### src/design/lpf_pkg.sv
package lpf_pkg;

    localparam int FIELD_WIDTH = 32;

    // First trial divisor and first wheel candidate.
    localparam int FIRST_PRIME = 2;
    localparam int WHEEL_START = 7;

    // Gaps between successive candidates of the mod-30 wheel, starting at 7.
    localparam logic [2:0] WHEEL_DELTA [8] = '{
        3'd4, 3'd2, 3'd4, 3'd2, 3'd4, 3'd6, 3'd2, 3'd6
    };

    typedef struct packed {
        logic load;
        logic div_start;
        logic div_step;
        logic take_quot;
        logic next_cand;
        logic finish;
    } t_dp_cmd;

    typedef struct packed {
        logic below_two;
        logic bound;
        logic exact;
    } t_dp_sts;

endpackage

### src/design/lpf_datapath.sv
module lpf_datapath
    import lpf_pkg::*;
#(
    parameter int VALUE_WIDTH = 32
) (
    input  logic                   i_clk,
    input  t_dp_cmd                i_cmd,
    input  logic [FIELD_WIDTH-1:0] i_value,
    output t_dp_sts                o_sts,
    output logic [FIELD_WIDTH-1:0] o_largest_factor,
    output logic                   o_no_factor
);

    localparam int VW = VALUE_WIDTH;

    logic [VW-1:0] r_rem;
    logic [VW-1:0] r_cand;
    logic [VW-1:0] r_largest;
    logic [VW-1:0] r_part;
    logic [VW-1:0] r_quot;
    logic [VW-1:0] r_out_largest;
    logic          r_nofac;
    logic          r_out_nofac;
    logic [2:0]    r_wheel;

    logic [VW:0]   w_trial;
    logic [VW-1:0] n_cand;
    logic [VW-1:0] w_value;

    assign w_value = VW'(i_value);

    // One restoring division step: shift in the next dividend bit, try the subtract.
    assign w_trial = {r_part, r_quot[VW-1]} - {1'b0, r_cand};

    always_comb begin
        if (r_cand < VW'(WHEEL_START)) begin
            if (r_cand == VW'(FIRST_PRIME)) begin
                n_cand = VW'(3);
            end else if (r_cand == VW'(3)) begin
                n_cand = VW'(5);
            end else begin
                n_cand = VW'(WHEEL_START);
            end
        end else begin
            n_cand = r_cand + VW'(WHEEL_DELTA[r_wheel]);
        end
    end

    always_ff @(posedge i_clk) begin
        if (i_cmd.load) begin
            r_rem     <= w_value;
            r_cand    <= VW'(FIRST_PRIME);
            r_largest <= '0;
            r_wheel   <= '0;
            r_nofac   <= (w_value < VW'(2));
        end
        if (i_cmd.div_start) begin
            r_part <= '0;
            r_quot <= r_rem;
        end
        if (i_cmd.div_step) begin
            if (!w_trial[VW]) begin
                r_part <= w_trial[VW-1:0];
                r_quot <= {r_quot[VW-2:0], 1'b1};
            end else begin
                r_part <= {r_part[VW-2:0], r_quot[VW-1]};
                r_quot <= {r_quot[VW-2:0], 1'b0};
            end
        end
        if (i_cmd.take_quot) begin
            r_rem     <= r_quot;
            r_largest <= r_cand;
        end
        if (i_cmd.next_cand) begin
            r_cand <= n_cand;
            if (r_cand >= VW'(WHEEL_START)) begin
                r_wheel <= r_wheel + 3'd1;
            end
        end
        if (i_cmd.finish) begin
            // Whatever is left above 6 has no factor below its square root.
            r_out_largest <= (r_rem > VW'(6)) ? r_rem : r_largest;
            r_out_nofac   <= r_nofac;
        end
    end

    // The bound only applies to wheel candidates; 2, 3 and 5 are always stripped.
    assign o_sts.below_two = (r_rem < VW'(2));
    assign o_sts.bound     = (r_cand >= VW'(WHEEL_START)) && (r_quot < r_cand);
    assign o_sts.exact     = (r_part == '0);

    assign o_largest_factor = FIELD_WIDTH'(r_out_largest);
    assign o_no_factor      = r_out_nofac;

endmodule

### src/design/lpf_ctrl.sv
module lpf_ctrl
    import lpf_pkg::*;
#(
    parameter int VALUE_WIDTH = 32
) (
    input  logic    i_clk,
    input  logic    i_rst_n,
    input  logic    i_valid,
    output logic    o_stall,
    output logic    o_valid,
    input  logic    i_stall,
    input  t_dp_sts i_sts,
    output t_dp_cmd o_cmd
);

    localparam int CW = (VALUE_WIDTH > 1) ? $clog2(VALUE_WIDTH) : 1;

    localparam logic [2:0] S_IDLE   = 3'd0;
    localparam logic [2:0] S_START  = 3'd1;
    localparam logic [2:0] S_DIV    = 3'd2;
    localparam logic [2:0] S_DECIDE = 3'd3;
    localparam logic [2:0] S_DONE   = 3'd4;

    logic [2:0]    r_state;
    logic [2:0]    n_state;
    logic [CW-1:0] r_cnt;
    logic [CW-1:0] n_cnt;
    logic          r_out_valid;
    logic          n_out_valid;
    logic          w_out_free;

    assign w_out_free = !r_out_valid || !i_stall;

    always_comb begin
        n_state     = r_state;
        n_cnt       = r_cnt;
        n_out_valid = r_out_valid && i_stall;
        o_cmd       = '0;
        case (r_state)
            S_IDLE: begin
                if (i_valid) begin
                    o_cmd.load = 1'b1;
                    n_state    = S_START;
                end
            end
            S_START: begin
                if (i_sts.below_two) begin
                    n_state = S_DONE;
                end else begin
                    o_cmd.div_start = 1'b1;
                    n_cnt           = CW'(VALUE_WIDTH - 1);
                    n_state         = S_DIV;
                end
            end
            S_DIV: begin
                o_cmd.div_step = 1'b1;
                if (r_cnt == '0) begin
                    n_state = S_DECIDE;
                end else begin
                    n_cnt = r_cnt - CW'(1);
                end
            end
            S_DECIDE: begin
                if (i_sts.bound) begin
                    n_state = S_DONE;
                end else if (i_sts.exact) begin
                    // Divide again by the same candidate until it no longer divides.
                    o_cmd.take_quot = 1'b1;
                    n_state         = S_START;
                end else begin
                    o_cmd.next_cand = 1'b1;
                    n_state         = S_START;
                end
            end
            S_DONE: begin
                if (w_out_free) begin
                    o_cmd.finish = 1'b1;
                    n_out_valid  = 1'b1;
                    n_state      = S_IDLE;
                end
            end
            default: begin
                n_state = S_IDLE;
            end
        endcase
    end

    always_ff @(posedge i_clk) begin
        if (!i_rst_n) begin
            r_state     <= S_IDLE;
            r_cnt       <= '0;
            r_out_valid <= 1'b0;
        end else begin
            r_state     <= n_state;
            r_cnt       <= n_cnt;
            r_out_valid <= n_out_valid;
        end
    end

    assign o_stall = (r_state != S_IDLE);
    assign o_valid = r_out_valid;

endmodule

### src/design/largest_prime_factor.sv
// Channel  | Direction | Handshake          | Payload
// ---------+-----------+--------------------+--------------------------------
// input    | in        | i_valid / o_stall  | i_value
// output   | out       | o_valid / i_stall  | o_largest_factor, o_no_factor
//
// Each trial division runs a restoring divider one quotient bit per cycle; a value of 0 or 1
// skips the divider and goes straight from the start state to the done state.
// The work for an item grows with the number of trial divisions it needs.
// One item is worked on at a time; a new beat is taken while the previous result waits.
// Synchronous active-low reset clears the controller and the output valid.
// A stalled output holds its beat, and the next result waits for it to leave.
module largest_prime_factor
    import lpf_pkg::*;
#(
    parameter int VALUE_WIDTH = 32
) (
    input  logic                   i_clk,
    input  logic                   i_rst_n,
    input  logic                   i_valid,
    output logic                   o_stall,
    input  logic [FIELD_WIDTH-1:0] i_value,
    output logic                   o_valid,
    input  logic                   i_stall,
    output logic [FIELD_WIDTH-1:0] o_largest_factor,
    output logic                   o_no_factor
);

    t_dp_cmd w_cmd;
    t_dp_sts w_sts;

    lpf_ctrl #(
        .VALUE_WIDTH(VALUE_WIDTH)
    ) u_ctrl (
        .i_clk   (i_clk),
        .i_rst_n (i_rst_n),
        .i_valid (i_valid),
        .o_stall (o_stall),
        .o_valid (o_valid),
        .i_stall (i_stall),
        .i_sts   (w_sts),
        .o_cmd   (w_cmd)
    );

    lpf_datapath #(
        .VALUE_WIDTH(VALUE_WIDTH)
    ) u_datapath (
        .i_clk            (i_clk),
        .i_cmd            (w_cmd),
        .i_value          (i_value),
        .o_sts            (w_sts),
        .o_largest_factor (o_largest_factor),
        .o_no_factor      (o_no_factor)
    );

endmodule

### config.mk
export PLATFORM = sky130hd
export DESIGN_NAME = largest_prime_factor
export DESIGN_NICKNAME = d
export VERILOG_FILES = /design/src/design/lpf_pkg.sv /design/src/design/lpf_datapath.sv /design/src/design/lpf_ctrl.sv /design/src/design/largest_prime_factor.sv
export SDC_FILE = /design/constraint.sdc
export NUM_CORES = 1
export LEC_CHECK = 0
export ABC_AREA = 1
export BUFFER_PORTS_ARGS = -buffer_cell sky130_fd_sc_hd__buf_2
export CAP_MARGIN = 15
export CELL_PAD_IN_SITES_DETAIL_PLACEMENT = 0
export CELL_PAD_IN_SITES_GLOBAL_PLACEMENT = 1
export CORE_MARGIN = 2
export CORE_UTILIZATION = 42
export DETAILED_ROUTE_END_ITERATION = 6
export PLACE_DENSITY = 0.81
export RECOVER_POWER = 50
export SYNTH_ARGS = -nofsm -noshare
export SYNTH_HDL_FRONTEND = slang
export SYNTH_HIERARCHICAL = 1
export SYNTH_SLANG_ARGS = --single-unit
### constraint.sdc
create_clock -name i_clk -period 4.35 [get_ports i_clk]
set_clock_uncertainty 0.1 [all_clocks]
set_input_delay 0.435 -clock i_clk [delete_from_list [all_inputs] [get_ports i_clk]]
set_output_delay 0.435 -clock i_clk [all_outputs]
set_load 0.05 [all_outputs]
==> results of run 1 <==
[worst max-delay path: cells and delay by family (launching register included)]
kind,cells,cell delay [ns]
adder cells (fa/ha/maj),2,0.71
AND/OR/NAND/NOR,11,2.18
buffers and inverters,1,0.13
flip-flops,1,0.48
[through the flow]
step | area, sq um | utilization, % | instances
final | 14800 | 47.3 | 2220
after global placement | 14100 | 45.0 | 2178
after global routing | 14800 | 47.3 | 2220
after detailed placement | 14100 | 45.0 | 2178
after CTS | 15000 | 47.7 | 2220
after floorplan | 13300 | - | 1732
[where the power goes]
| part | internal, mW | switching, mW | total [mW] | leakage, nW |
|---|---|---|---|---|
| clock network | 1.33 | 0.832 | 2.17 | 0.400 |
| logic | 1.79 | 3.94 | 5.73 | 4.77 |
| registers | 3.07 | 0.565 | 3.64 | 1.96 |
[final cells by class]
cell class                      count  area share [%]
Sequential cell                   206            40.9
Multi-Input combinational cell   1167            39.3
Inverter                          322            8.14
Clock buffer                       24            3.90
Tap cell                          402            3.39
Timing Repair Buffer               81            2.67
Clock inverter                     18            1.76
[state kept, by name, indices dropped and copies added (netlist names), 5 cells and up]
signal / flops
u_ctrl/r_cnt: 5
u_datapath/r_quot: 32
u_datapath/r_cand: 32
u_datapath/o_largest_factor: 32
u_datapath/r_rem: 32
u_datapath/r_largest: 32
u_datapath/r_part: 32
[cell usage after synthesis (4+ instances only)]
library cell	instances
nand2_1	559
inv_1	310
edfxtp_1	194
nor2_1	156
nand3_1	119
ha_1	69
o21ai_0	52
a21oi_1	51
clkbuf_1	27
nor4_1	27
nand4_1	26
nor3_1	23
xor2_1	23
dfxtp_1	12
inv_2	10
nand2_4	8
buf_2	5
nand2_2	5
a21o_1	4
nor2_2	4
nor3b_1	4
o21a_1	4
[worst max path at each step]
stage                                         from                                    end  slack (ns)  cells past startpoint
5_1_grt            u_datapath/r_quot[31]$_DFFE_PP_     u_datapath/r_part[0]$_SDFFCE_PN0P_        0.29                     15
6_report        u_datapath/r_cand[0]$_SDFFCE_PN0P_     u_datapath/r_part[0]$_SDFFCE_PN0P_        0.49                     14
4_1_cts        u_datapath/r_cand[24]$_SDFFCE_PN0P_     u_datapath/r_cand[1]$_SDFFCE_PN1P_        0.83                     11
3_3_place_gp   u_datapath/r_cand[24]$_SDFFCE_PN0P_     u_datapath/r_cand[2]$_SDFFCE_PN0P_        0.94                     11
2_1_floorplan  u_datapath/r_cand[23]$_SDFFCE_PN0P_  u_datapath/r_largest[0]$_SDFFCE_PN0P_        0.17                     13
3_5_place_dp   u_datapath/r_cand[24]$_SDFFCE_PN0P_     u_datapath/r_cand[2]$_SDFFCE_PN0P_        0.84                     11
[cell families after synthesis]
group,after synthesis,share of synthesized area [%]
compound gates,126,5.18
xor+xnor,26,1.71
fa+ha+maj,71,6.79
buf+inv,359,10.4
flops,206,45.6
simple gates,944,30.3
[routing by layer]
metal	wire [microns]	part of all wire [%]	vias up
met1	17000	45	5365
met2	17500	46	359
met5	0	0	-
met4	1280	3.4	0
li1	-	-	5696
met3	2110	5.6	71
[layout by cell type, fill, tap and decap left out, types with 3 or more instances in the layout]
master      synthesis  layout
nand3_1           119     121
clkinvlp_4          0       4
a21o_1              4       4
nor2_4              2       3
bufinv_16           0       6
o21a_1              4       4
xor2_1             23      23
inv_1             310     310
o21bai_1            3       3
o21ai_0            52      53
edfxtp_1          194     194
nand2_1           559     563
nand4_1            26      26
dfxtp_1            12      12
nand2_2             5       4
ha_1               69      69
nor2_2              4       4
clkinv_1            2       4
clkinv_2            0       3
nor3b_1             4       4
nand2_4             8       5
nor2_1            156     155
a21oi_1            51      52
nor3_1             23      23
inv_2              10      10
clkbuf_16           0      23
buf_2               5      34
buf_4               1       4
xnor2_1             3       3
nor4_1             27      27
clkbuf_1           27      40
==> flow_metrics.tcl, run 1 <==
set metrics [dict create \
    drtAntennaViolNets 0 \
    power.density_mw_per_mm2 777 \
    criticalPathCategory "flip-flop to flip-flop" \
    critPathLaunchType "flip-flop" \
    fin_ws_ns 0.489 \
    met3_usage_pct 2.41 \
    use_met1_pct 30.5 \
    holdWs_ns 0.0844 \
    drt_pre_antenna_iters 5 \
    grt_most_used_layer "met2" \
    dieHeight_microns 182 \
    finalCritPeriodShare_pct 88.8 \
    grt_overflow 0 \
    grt_usage_pct 22.7 \
    ir_drop_mv 0.349 \
    met2_usage_pct 38.3 \
    setup_viol 0 \
    antenna_cells 0 \
    num_io_pins 71 \
    syn_nets 1839 \
    clk_latency_ns 0.52 \
    finalNetCount 1908 \
    violations "max-capacitance violations, max-slew violations" \
    row_count 65 \
    yosys_register_bits 206 \
    synth.top_cell.area_share_pct 43.8 \
    dr_total_vias 11500 \
    yosysWarningCount 6 \
    route.detailed.drc 0 \
    rsz0062_at_grt "no" \
    cts_setup_buffers 0 \
    viasPerCell 5.18 \
    drt_wl_total_mm 37.8 \
    antenna_found_initial 0 \
    cp_cell_sequence "ha_1, fa_1, inv_1, nand2_1, nand2_1, nand3_1, nand2_2, nand2_1, nand2_4, nand2_4, nand3_1, nand2_1, nor2_1, nor2_1" \
    dieArea_sq_mm 0.0331 \
    maxCapViolCount 2 \
    portBuffers 70 \
    clk_pin_slew_ns 0.07 \
    drive_gt1_share_pct 6.27 \
    cts_root_buffer "clkbuf_16" \
    hold_violations 0 \
    ctsLongestPathBuffers 3 \
    synth_area_sq_mm 0.0133 \
    critPathCaptureType "flip-flop" \
    cpMostUsedCell "nand2_1" \
    syn_to_final_growth_pct 11.6 \
    grt_max_degree 100 \
    pre_cts_ws_ns 0.837 \
    worstMarginPinSlew_ns 2.90 \
    gp_congestion 0.906 \
    synth_async_sr_flop_share_pct 0 \
    initial_core_util_pct 42.4 \
    die_w_microns 182 \
    core_sq_mm 0.0314 \
    h-tree-depth 1 \
    synth_cell_types 46 \
    cts_resized 0 \
    worst_ep_required_time_ns 4.50 \
    seq_area_sq_mm 0.00607 \
    ys.flop_type "edfxtp_1" \
    yosysSeqAreaShare_pct 45.6 \
    cp.arrival_ns 4.01 \
    holdPathStages 3 \
    cts_inserted_buffers 23 \
    power_mw 11.5 \
    power.leakage_nw 7.12 \
    slowest_delay_ns 0.56 \
    slew_viol_final 134 \
    hpwl_mm 29.0 \
    slew_headroom_pct -94.2 \
    reg2regPathDepth 14 \
    crit_fanout 17 \
    synthesis.instances 1732 \
    r2r_end "u_datapath/r_part[0]$_SDFFCE_PN0P_" \
    grt_pass1_vias 11000 \
    first_iter_violations 776 \
    grt_pass1_wl_mm 59.1 \
    cts_sinks 206 \
    r2r_start "u_datapath/r_cand[0]$_SDFFCE_PN0P_" \
    worstHoldStart "i_value[0]" \
    fmax_mhz 259 \
    fin_setup_tns_ns 0 \
    holdPathEnd "u_datapath/r_rem[0]$_DFFE_PP_" \
    crit_slowest_cell "nand2_1" \
    worst-r2r-setup-slack_ns 0.49 \
    period_needed_ns 3.86 \
    wl_per_cell_microns 17.0 \
    status "finished, violations left" \
    cts_tree "yes" \
    synth_edf_count 194 \
    synth_top_area_cell "edfxtp_1" \
    fillers 3181 \
    multi_input_area_sq_mm 0.00583 \
    syn_area_per_cell_sq_um 7.68 \
    worst_hold_path_type "primary input to flip-flop" \
    hold_buffers 0 \
    ys_top_cells_by_area "edfxtp_1 44%, nand2_1 16%, inv_1 8.8%" \
]
Power figures use the tool's default switching activity.
==> run 2: changes to the inputs <==
--- a/config.mk
+++ b/config.mk
@@ -13,6 +13,7 @@
 export CORE_MARGIN = 2
 export CORE_UTILIZATION = 42
 export DETAILED_ROUTE_END_ITERATION = 6
+export HOLD_SLACK_MARGIN = 0.02
 export PLACE_DENSITY = 0.81
 export RECOVER_POWER = 50
 export SYNTH_ARGS = -nofsm -noshare
==> constraint.sdc (replaced) <==
create_clock -name i_clk -period 4.35 [get_ports i_clk]
set_clock_uncertainty 0.1 [all_clocks]
set_input_delay 1.0875 -clock i_clk [delete_from_list [all_inputs] [get_ports i_clk]]
set_output_delay 1.0875 -clock i_clk [all_outputs]
set_load 0.05 [all_outputs]
==> run 2 against run 1 <==
Utilization about the same. Power hardly changed. Combinational power about the same. Die area is the same. Flip-flop and latch count did not move. Worst hold slack gained 0.24 ns. First-iteration DRC count decreased by 0.13%. Critical path depth is the same. The flow still finishes with violations (max-capacitance violations, max-slew violations). Fmax is 0.44% higher.
==> flow_metrics.tcl, run 2 (synthesis results as in run 1) <==
set metrics [dict create \
    timing.critical_path.buf_inv 1 \
    cts_resized 0 \
    viasPerCell 5.17 \
    cts_sinks 206 \
    met3_usage_pct 2.41 \
    dieHeight_microns 182 \
    use_met1_pct 30.5 \
    rsz0062_at_grt "no" \
    fmax_mhz 260 \
    slew_headroom_pct -94.3 \
    hold_violations 0 \
    seq_area_sq_mm 0.00607 \
    power.density_mw_per_mm2 777 \
    drtAntennaViolNets 0 \
    critPathCaptureType "flip-flop" \
    clk_pin_slew_ns 0.07 \
    critPathLaunchType "flip-flop" \
    fillers 3182 \
    cp_cell_sequence "ha_1, fa_1, inv_1, nand2_1, nand2_1, nand3_1, nand2_2, nand2_1, nand2_4, nand2_4, nand3_1, nand2_1, nor2_1, nor2_1" \
    grt_pass1_vias 11000 \
    drive_gt1_share_pct 6.22 \
    fin_setup_tns_ns 0 \
    status "finished, violations left" \
    worst_hold_path_type "flip-flop to flip-flop" \
    num_io_pins 71 \
    cts_inserted_buffers 23 \
    criticalPathCategory "flip-flop to flip-flop" \
    initial_core_util_pct 42.4 \
    crit_family "simple AND/OR/NAND/NOR gates" \
    antenna_found_initial 0 \
    drt_pre_antenna_iters 6 \
    core_sq_mm 0.0314 \
    ir_drop_mv 0.351 \
    final_cell_mix "563 x nand2_1, 310 x inv_1, 194 x edfxtp_1" \
    gp_congestion 0.906 \
    ctsLongestPathBuffers 3 \
    portBuffers 70 \
    crit_fanout 17 \
    finalNetCount 1908 \
    cts_setup_buffers 0 \
    clk_latency_ns 0.52 \
    grt_max_degree 100 \
    crit_slowest_cell "nand2_1" \
    power.leakage_nw 7.12 \
    cts_root_buffer "clkbuf_16" \
    antenna_cells 0 \
    met2_usage_pct 38.3 \
    wl_per_cell_microns 17.0 \
    cp.arrival_ns 4.00 \
    hold_buffers 0 \
    dieArea_sq_mm 0.0331 \
    syn_to_final_growth_pct 11.6 \
    maxCapViolCount 2 \
    grt_overflow 0 \
    cts_tree "yes" \
    final_common_cell "nand2_1" \
    finalCritPeriodShare_pct 88.4 \
    grt_most_used_layer "met2" \
    grt_usage_pct 22.7 \
    holdWs_ns 0.325 \
    drt_wl_total_mm 37.8 \
    grt_pass1_wl_mm 59.1 \
    slowest_delay_ns 0.55 \
    hpwl_mm 29.0 \
    first_iter_violations 775 \
    setup_viol 0 \
    slew_viol_final 134 \
    route.detailed.drc 0 \
    worstMarginPinSlew_ns 2.90 \
    violations "max-capacitance violations, max-slew violations" \
    period_needed_ns 3.84 \
    h-tree-depth 1 \
    row_count 65 \
    worst_ep_required_time_ns 4.50 \
    cpMostUsedCell "nand2_1" \
    dr_total_vias 11500 \
    multi_input_area_sq_mm 0.00583 \
    die_w_microns 182 \
]
[run 2: metal layers]
layer	vias up	wire length [microns]
met4	0	1270
met1	5354	17000
met3	69	2090
met5	-	0
met2	357	17500
li1	5695	-
[run 2: worst paths after layout]
kind | from | to | slack, ns | cells past startpoint
worst min-delay path | u_datapath/r_nofac$_DFFE_PP_ | u_datapath/o_no_factor$_DFFE_PP_ | 0.32 | 0
worst max register to register | u_datapath/r_cand[0]$_SDFFCE_PN0P_ | u_datapath/r_part[0]$_SDFFCE_PN0P_ | 0.51 | 14
worst max-delay path | u_datapath/r_cand[0]$_SDFFCE_PN0P_ | u_datapath/r_part[0]$_SDFFCE_PN0P_ | 0.51 | 14
worst min register to register | u_datapath/r_nofac$_DFFE_PP_ | u_datapath/o_no_factor$_DFFE_PP_ | 0.32 | 0
[run 2: power by group]
group | leakage [nW] | switching, mW | internal (mW)
clock | 0.400 | 0.833 | 1.33
sequential | 1.96 | 0.565 | 3.07
combinational | 4.77 | 3.94 | 1.79
[run 2: metrics by stage]
stage                     cell area, sq um  total power, mW  utilization (%)  std cells  worst slack [ns]
after floorplan                      13300             7.71                -       1732             0.169
after global placement               14100             9.32             45.0       2178             0.943
after detailed placement             14100             9.37             45.0       2178             0.837
after CTS                            15000             11.6             47.7       2220             0.831
after global routing                 14800             12.5             47.3       2220             0.287
final                                14800             11.5             47.3       2220             0.506
[run 2: area by class of cell]
cell class,count,share of cell area (%)
clock inverter,18,1.76
sequential,206,40.9
inverter,322,8.14
multi-input combinational,1167,39.3
tap,402,3.39
timing repair buffer,81,2.66
clock buffer,24,3.90
